File: config.mk
export PLATFORM = sky130hd
export DESIGN_NAME = recovery_watchdog_backoff_core
export DESIGN_NICKNAME = d
export VERILOG_FILES = /design/src/rtl/rwb_pkg.sv /design/src/rtl/recovery_watchdog_backoff_core.sv /design/src/rtl/rwb_engine.sv
export VERILOG_INCLUDE_DIRS = /design/src /design/src/rtl
export SDC_FILE = /design/constraint.sdc
export NUM_CORES = 1
export LEC_CHECK = 0
export ABC_AREA = 1
export BUFFER_PORTS_ARGS = -buffer_cell sky130_fd_sc_hd__buf_2
export CORE_AREA = 2 2 226 205
export DETAILED_ROUTE_END_ITERATION = 8
export DIE_AREA = 0 0 228 207
export SETUP_SLACK_MARGIN = 0.1
export SLEW_MARGIN = 10
export SYNTH_ARGS = -nofsm -noshare
export SYNTH_HDL_FRONTEND = slang
export SYNTH_SLANG_ARGS = --single-unit
File: constraint.sdc
create_clock -name clk_i -period 11.4 [get_ports clk_i]
set_input_delay 2.28 -clock clk_i [delete_from_list [all_inputs] [get_ports clk_i]]
set_output_delay 2.28 -clock clk_i [all_outputs]
set_load 0.05 [all_outputs]
File: src/rtl/recovery_watchdog_backoff_core_assert.svh
// assertion macros of the watchdog core
`ifndef RECOVERY_WATCHDOG_BACKOFF_CORE_ASSERT_SVH
`define RECOVERY_WATCHDOG_BACKOFF_CORE_ASSERT_SVH

// property that must hold at every clock edge outside reset
`define RWB_ASSERT(lbl, prop, msg) \
  lbl: assert property (@(posedge clk_i) disable iff (!rst_ni) (prop)) \
    else $error(msg);

// antecedent in this cycle implies consequent in the next cycle
`define RWB_ASSERT_NEXT(lbl, ante, cons, msg) \
  lbl: assert property (@(posedge clk_i) disable iff (!rst_ni) (ante) |=> (cons)) \
    else $error(msg);

`endif

File: src/rtl/rwb_pkg.sv
// types and constants of the recovery watchdog
`timescale 1ns / 1ps

package rwb_pkg;

  localparam int unsigned MAX_SHIFT = 3;
  // width of the shifted idle wait
  localparam int unsigned WAIT_W    = 32 + MAX_SHIFT;
  localparam int unsigned SHIFT_W   = $clog2(MAX_SHIFT + 2);

  localparam logic [31:0] RESTART_DELAY_RST = 32'd60000;
  localparam logic [31:0] IDLE_DELAY_RST    = 32'd90000;

  localparam logic CFG_RESTART_DELAY = 1'b0;
  localparam logic CFG_IDLE_DELAY    = 1'b1;

  typedef enum logic [1:0] {
    ACT_NONE    = 2'd0,
    ACT_RESTART = 2'd1,
    ACT_REMOUNT = 2'd2
  } action_e;

  typedef struct packed {
    logic [31:0] now_ms;
    logic        fault_latch;
    logic        ctrl_rdy;
    logic        session_live;
    logic [31:0] mount_gen;
    logic [31:0] dispatch_cnt;
  } obs_t;

  typedef struct packed {
    logic [31:0] restart_delay_ms;
    logic [31:0] idle_delay_ms;
  } cfg_t;

  typedef struct packed {
    logic fault_armed;
    logic restart_sent;
    logic remount_sent;
  } status_t;

endpackage

File: src/rtl/recovery_watchdog_backoff_core.sv
// path: an accepted transaction is held in the input register, its action in the output register
// throughput: one observation per cycle; the input register advances whenever the output
// register is empty or being taken, the decision logic reads the state registers directly
// reset: all watchdog state clears, the delay registers return to 60000 and 90000 ms
// no clearing pass is needed, transactions are taken right after reset
`timescale 1ns / 1ps

module recovery_watchdog_backoff_core import rwb_pkg::*; (
  input  logic        clk_i,
  input  logic        rst_ni,
  input  logic        in_valid_i,
  output logic        in_stall_o,
  input  logic [31:0] now_ms_i,
  input  logic        fault_latch_i,
  input  logic        ctrl_rdy_i,
  input  logic        session_live_i,
  input  logic [31:0] mount_gen_i,
  input  logic [31:0] dispatch_cnt_i,
  output logic        out_valid_o,
  input  logic        out_stall_i,
  output logic [1:0]  action_o,
  input  logic        cfg_we_i,
  input  logic        cfg_index_i,
  input  logic [31:0] cfg_data_i
);

`include "recovery_watchdog_backoff_core_assert.svh"

  logic    s1_valid_q;
  obs_t    s1_obs_q;
  cfg_t    cfg_q;
  logic    advance;
  logic    in_accept;
  logic    step;
  action_e step_action;
  status_t status;
  action_e action_q;

  assign advance    = !out_valid_o || !out_stall_i;
  assign step       = s1_valid_q && advance;
  assign in_stall_o = s1_valid_q && !advance;
  assign in_accept  = in_valid_i && !in_stall_o;

  always_ff @(posedge clk_i or negedge rst_ni) begin
    if (!rst_ni) begin
      cfg_q.restart_delay_ms <= RESTART_DELAY_RST;
      cfg_q.idle_delay_ms    <= IDLE_DELAY_RST;
    end else if (cfg_we_i) begin
      case (cfg_index_i)
        CFG_RESTART_DELAY: cfg_q.restart_delay_ms <= cfg_data_i;
        CFG_IDLE_DELAY:    cfg_q.idle_delay_ms    <= cfg_data_i;
        default: ;
      endcase
    end
  end

  always_ff @(posedge clk_i or negedge rst_ni) begin
    if (!rst_ni) begin
      s1_valid_q <= 1'b0;
    end else if (in_accept) begin
      s1_valid_q <= 1'b1;
    end else if (advance) begin
      s1_valid_q <= 1'b0;
    end
  end

  always_ff @(posedge clk_i) begin
    if (in_accept) begin
      s1_obs_q.now_ms       <= now_ms_i;
      s1_obs_q.fault_latch  <= fault_latch_i;
      s1_obs_q.ctrl_rdy     <= ctrl_rdy_i;
      s1_obs_q.session_live <= session_live_i;
      s1_obs_q.mount_gen    <= mount_gen_i;
      s1_obs_q.dispatch_cnt <= dispatch_cnt_i;
    end
  end

  rwb_engine u_engine (
    .clk_i    (clk_i),
    .rst_ni   (rst_ni),
    .step_i   (step),
    .obs_i    (s1_obs_q),
    .cfg_i    (cfg_q),
    .action_o (step_action),
    .status_o (status)
  );

  always_ff @(posedge clk_i or negedge rst_ni) begin
    if (!rst_ni) begin
      out_valid_o <= 1'b0;
    end else if (advance) begin
      out_valid_o <= s1_valid_q;
    end
  end

  always_ff @(posedge clk_i) begin
    if (step) begin
      action_q <= step_action;
    end
  end

  assign action_o = action_q;

  `RWB_ASSERT(a_stall_only_full, !in_stall_o || s1_valid_q, "stall while input register empty")
  `RWB_ASSERT_NEXT(a_step_fills_out, step, out_valid_o, "processed transaction lost")
  `RWB_ASSERT_NEXT(a_restart_once, step && (step_action == ACT_RESTART),
                   status.restart_sent && status.fault_armed, "restart not latched")
  `RWB_ASSERT_NEXT(a_remount_once, step && (step_action == ACT_REMOUNT),
                   status.remount_sent && !status.fault_armed, "remount not latched")

endmodule

File: src/rtl/rwb_engine.sv
// watchdog state and the per-observation decision logic
`timescale 1ns / 1ps

module rwb_engine import rwb_pkg::*; (
  input  logic    clk_i,
  input  logic    rst_ni,
  input  logic    step_i,
  input  obs_t    obs_i,
  input  cfg_t    cfg_i,
  output action_e action_o,
  output status_t status_o
);

  logic        fault_armed_q, fault_armed_d;
  logic [31:0] fatal_start_q, fatal_start_d;
  logic        restart_sent_q, restart_sent_d;
  logic        idle_tracking_q, idle_tracking_d;
  logic        remount_sent_q, remount_sent_d;
  logic [31:0] idle_start_q, idle_start_d;
  logic [31:0] tracked_gen_q, tracked_gen_d;
  logic [31:0] last_disp_q, last_disp_d;
  logic [7:0]  streak_q, streak_d;

  logic [31:0]        fatal_start_eff;
  logic [31:0]        fatal_elapsed;
  logic [31:0]        idle_elapsed;
  logic [SHIFT_W-1:0] shift;
  logic [WAIT_W-1:0]  idle_wait;
  logic               idle_block;
  logic               idle_restart;

  always_comb begin
    fatal_start_eff = fault_armed_q ? fatal_start_q : obs_i.now_ms;
    fatal_elapsed   = obs_i.now_ms - fatal_start_eff;
    idle_elapsed    = obs_i.now_ms - idle_start_q;
    shift           = (streak_q > 8'(MAX_SHIFT)) ? SHIFT_W'(MAX_SHIFT) : streak_q[SHIFT_W-1:0];
    idle_wait       = WAIT_W'(cfg_i.idle_delay_ms) << shift;
    idle_block      = !obs_i.ctrl_rdy || obs_i.session_live ||
                      (obs_i.mount_gen == 32'd0) || (cfg_i.idle_delay_ms == 32'd0);
    idle_restart    = !idle_tracking_q || (tracked_gen_q != obs_i.mount_gen) ||
                      (last_disp_q != obs_i.dispatch_cnt);
  end

  always_comb begin
    fault_armed_d   = fault_armed_q;
    fatal_start_d   = fatal_start_q;
    restart_sent_d  = restart_sent_q;
    idle_tracking_d = idle_tracking_q;
    remount_sent_d  = remount_sent_q;
    idle_start_d    = idle_start_q;
    tracked_gen_d   = tracked_gen_q;
    last_disp_d     = last_disp_q;
    streak_d        = streak_q;
    action_o        = ACT_NONE;
    if (!obs_i.fault_latch) begin
      fault_armed_d  = 1'b0;
      fatal_start_d  = 32'd0;
      restart_sent_d = 1'b0;
      if (idle_block) begin
        idle_tracking_d = 1'b0;
        remount_sent_d  = 1'b0;
        tracked_gen_d   = obs_i.mount_gen;
        last_disp_d     = obs_i.dispatch_cnt;
      end else if (idle_restart) begin
        // new dispatch activity clears the backoff
        if (last_disp_q != obs_i.dispatch_cnt) begin
          streak_d = 8'd0;
        end
        idle_tracking_d = 1'b1;
        remount_sent_d  = 1'b0;
        idle_start_d    = obs_i.now_ms;
        tracked_gen_d   = obs_i.mount_gen;
        last_disp_d     = obs_i.dispatch_cnt;
      end else if (obs_i.now_ms < idle_start_q) begin
        idle_start_d = obs_i.now_ms;
      end else if (!remount_sent_q && (WAIT_W'(idle_elapsed) >= idle_wait)) begin
        remount_sent_d = 1'b1;
        if (streak_q != 8'hff) begin
          streak_d = streak_q + 8'd1;
        end
        action_o = ACT_REMOUNT;
      end
    end else if (fault_armed_q && (obs_i.now_ms < fatal_start_q)) begin
      // clock went backwards, re-arm the restart timer
      fatal_start_d = obs_i.now_ms;
    end else begin
      fault_armed_d = 1'b1;
      fatal_start_d = fatal_start_eff;
      if (!restart_sent_q && (fatal_elapsed >= cfg_i.restart_delay_ms)) begin
        restart_sent_d = 1'b1;
        action_o       = ACT_RESTART;
      end
    end
  end

  always_ff @(posedge clk_i or negedge rst_ni) begin
    if (!rst_ni) begin
      fault_armed_q   <= 1'b0;
      fatal_start_q   <= 32'd0;
      restart_sent_q  <= 1'b0;
      idle_tracking_q <= 1'b0;
      remount_sent_q  <= 1'b0;
      idle_start_q    <= 32'd0;
      tracked_gen_q   <= 32'd0;
      last_disp_q     <= 32'd0;
      streak_q        <= 8'd0;
    end else if (step_i) begin
      fault_armed_q   <= fault_armed_d;
      fatal_start_q   <= fatal_start_d;
      restart_sent_q  <= restart_sent_d;
      idle_tracking_q <= idle_tracking_d;
      remount_sent_q  <= remount_sent_d;
      idle_start_q    <= idle_start_d;
      tracked_gen_q   <= tracked_gen_d;
      last_disp_q     <= last_disp_d;
      streak_q        <= streak_d;
    end
  end

  assign status_o.fault_armed  = fault_armed_q;
  assign status_o.restart_sent = restart_sent_q;
  assign status_o.remount_sent = remount_sent_q;

endmodule

==> metrics list <==
* Count of boundary I/O pins: 141
- Met2 routed WL: 25000 um
- The flow ran to the end, and the final reports show no timing, DRC or antenna violations.
- Sequential area share after synthesis: 41.1%
- Worst hold path type: flip-flop to flip-flop
- Fraction of layout cells with a size suffix above 1: 10.1%
- The placed instances occupy a cell area of 21200 um2.
* Avg Inst Size Synth: 7.70 um2
- Root buffer cell: sky130_fd_sc_hd__clkbuf_16
* Most frequent cells in the layout: sky130_fd_sc_hd__nand2_1, sky130_fd_sc_hd__inv_1, sky130_fd_sc_hd__o21ai_0
- The worst path uses 44.9% of the clock period.
* Total vias in the final route: 16800
- In this run, CTS created clock tree buffers numbering 36.
* Synthesized netlist net count: 2893
* Effective utilization at floorplan: 44.4%
- In this run the power spent charging and discharging nets is 1.93 mW.
- Pin count of the biggest net entering global routing: 89
* Initial antenna violation count: 0
* Detailed-router iteration count before antenna repair: 5
* Portion of total power attributed to combinational logic: 42.8%
* Number of buffers inserted to repair setup after CTS: 0
- Detailed placement ended at an HPWL of 40900 um.
* Endpoint type of the worst setup path: output port
- For this run, the post-layout net count is 3015.
- Post_cts resized: 0
- The worst hold path begins at u_engine.fatal_start_q[6]$_DFFE_PN0P_.
- From synthesis to final layout, the design area changed by 12.5%.
- Summing every instance area after synthesis gives 20000 um2.
* Final std cell area, no fill: 22500 um2
- Summed over all failing endpoints, the final setup total negative slack is 0 ns.
- For this block, the routed nets add up to 53300 um of wire.
* Minimum clock period: 5.12 ns
- In the synthesized netlist the dominant register cell turns out to be sky130_fd_sc_hd__dfrtp_1.
- Peak Freq: 195 MHz
- For this run, the share of the core covered by cells in the final layout is 50.0%.
- For this run, the slowest stage of the critical path takes 0.28 ns.
* Uppermost metal layer occupied by signal nets: met4
- Counting flops with an async set or reset pin after synthesis yields a share of 67.1%.
* DR DRC count: 0
* Total routing usage reported by global routing: 22.9%
* Most frequent standard cell in the layout excluding fill and tap cells: sky130_fd_sc_hd__nand2_1
- The worst pin sits at a relative slew slack of 29.7%.
- STA classifies the critical path startpoint as an input port.
- The tool flagged a number of max-cap violations equal to 0.
- Clock-pin slew was measured on the worst setup and hold paths at 0.06 ns.
- The number of hold violations in the final report was 0.
* Level count of the clock H-tree: 2
- Along the worst path, the maximum fanout reaches 3.
- After detailed routing, the number of vias per cell comes to 5.01.
* Data arrival time of the worst path: 2.84 ns
- Synthesized instance count: 2595
- The worst-case IR drop observed on VDD is 0.000131 V.
- The repair_antennas step left the layout with diodes totalling 0.
- In this run the power density over the cells is 213 nW/um2.
* Number of DRC violations after detailed-routing iteration 0: 1073
- The number of global-route vias before repair was 16500.
* Share of total power in the clock network: 26.1%
- Number of rows created at floorplan: 74
* Width of the die: 228 um
- Number of synthesized flops with an enable pin: 101
- Cell Count Post-Placement: 3287
* Number of warnings issued by yosys: 0
* Setup repair after global routing missed its margin: false
- LEAKAGE: 11.2 nW
- For this design, the slowest cell found on the critical path is sky130_fd_sc_hd__buf_2.
- Reg-to-reg startpoint: u_engine.fault_armed_q$_DFFE_PN0P_
* Clock latency at the later pin of the worst-skew pair: 0.56 ns
* Sequential power share: 31.1%
- Hold path depth: 2
* Worst Path Required: 9.12 ns
* Final Wtd Congestion: 0.909
- Transition time at the pin with the least slew margin: 1.05 ns
- Global route total overflow: 0
- Final number of setup-violating endpoints: 0
- After layout, the worst setup slack is 6.28 ns.
* Floorplan die height: 207 um
* Final Max Slew Viols: 0
- In the final routed layout, each cell accounts on average for 15.9 um.
* Worst hold slack after final layout: 0.478 ns
- Unique cell type count in the Yosys netlist: 53
- Of the total power, the share spent switching nets is 40.4%.
- The floorplan step defined a die boundary enclosing 47200 um2.
- Worst slack after detailed placement: 6.06 ns
- The first global-routing pass estimated 86900 um of wire.
* Worst Skew: 0.0244 ns
- The region available for standard cell placement spans 45000 um2.
- In this run the deepest clock path goes through 3 buffers.
- Synthesis inferred 307 register bits.
- The number of cells on the worst reg-to-reg path is 25.
* Final total power: 4.78 mW
* Hold Buf Count CTS: 0
* Routed length on met3: 1980 um
* TritonCTS Sinks: 307
- Class of the most critical setup path: input port to output port
- In this run the worst setup path begins at out_stall_i.
- Number of routed nets with antenna violations: 0
* Sequence of cells on the critical path: buf_2 -> nand2_1 -> nor2_1 -> buf_2
- The internal power of the cells totals 2.85 mW.
* Count of non-filler cells in the finished layout: 3353
* CTS tree: done
- Number of I/O port buffers: 140
* Most prevalent standard cell on the critical path: sky130_fd_sc_hd__buf_2
- Routed metal-1 wirelength: 25100 um
- After filler insertion, the fill cell instance count of the layout stands at 4453.
-- synthesized netlist by cell type (28+ instances only) --
master                     count  area (um2)
sky130_fd_sc_hd__nor3_1       35         175
sky130_fd_sc_hd__a21oi_1     122         611
sky130_fd_sc_hd__a21oi_2      28         245
sky130_fd_sc_hd__edfxtp_1    101        3030
sky130_fd_sc_hd__nand2_1     780        2930
sky130_fd_sc_hd__inv_1       324        1220
sky130_fd_sc_hd__nand3_1     111         556
sky130_fd_sc_hd__xnor2_1      40         350
sky130_fd_sc_hd__dfrtp_1     190        4750
sky130_fd_sc_hd__nor2_1      218         818
sky130_fd_sc_hd__o21ai_0     220        1100
sky130_fd_sc_hd__clkbuf_1     39         146
sky130_fd_sc_hd__xor2_1       59         517
sky130_fd_sc_hd__ha_1        159        1990
-- final timing paths --
path	to	slack, ns
setup reg to reg	u_engine.restart_sent_q$_DFFE_PN0P_	6.58
min in group asynchronous	cfg_q[33]$_DFFE_PN0P_	1.77
max in group asynchronous	u_engine.idle_start_q[24]$_DFFE_PN0P_	7.52
hold reg to reg	u_engine.fatal_start_q[6]$_DFFE_PN0P_	0.48
hold / removal	u_engine.fatal_start_q[6]$_DFFE_PN0P_	0.48
setup / recovery	in_stall_o	6.28
-- state kept, by name (all words and copies together) (netlist names), 2 cells and up --
signal / flops
u_engine.streak_q: 8
cfg_q: 64
s1_obs_q: 99
u_engine.last_disp_q: 32
u_engine.idle_start_q: 32
u_engine.tracked_gen_q: 32
u_engine.fatal_start_q: 32
action_o: 2
-- power by group through the flow --
stage	Combinational [mW]	Sequential [mW]	Clock, mW
final	2.04	1.49	1.25
after global routing	2.36	1.51	1.32
after CTS	2.06	1.49	1.28
after detailed placement	2.05	1.51	0
after global placement	1.99	1.50	0
after floorplan	1.49	1.47	0
-- logic make-up after synthesis --
group | Yosys count | share of synthesized area (%)
multiplexers | 5 | 0.250
AND/OR/NAND/NOR | 1198 | 24.3
XOR/XNOR | 99 | 4.34
adder cells (fa/ha/maj) | 161 | 10.2
buffers and inverters | 396 | 7.97
AO/OA/AOI/OAI | 429 | 12.0
flip-flops | 307 | 41.1
-- layout make-up --
| cell class | instances | area [um2] | area share [%] |
|---|---|---|---|
| multi-input combinational | 1892 | 10200 | 45.4 |
| tap | 608 | 761 | 3.38 |
| sequential | 307 | 8210 | 36.5 |
| inverter | 328 | 1230 | 5.49 |
| clock buffer | 41 | 961 | 4.27 |
| clock inverter | 25 | 324 | 1.44 |
| timing repair buffer | 152 | 800 | 3.56 |
-- critical path, delay by kind of cell --
kind                   cells  cell delay, ns
buffers and inverters      2            0.36
and+or+nand+nor            2            0.20
-- metal layers --
layer	track usage [%]	up-vias
li1	-	8653
met1	31.0	7779
met2	38.2	319
met3	2.73	61
met4	7.35	0
met5	0	-
Note: power is estimated with default switching activity, not from simulation.
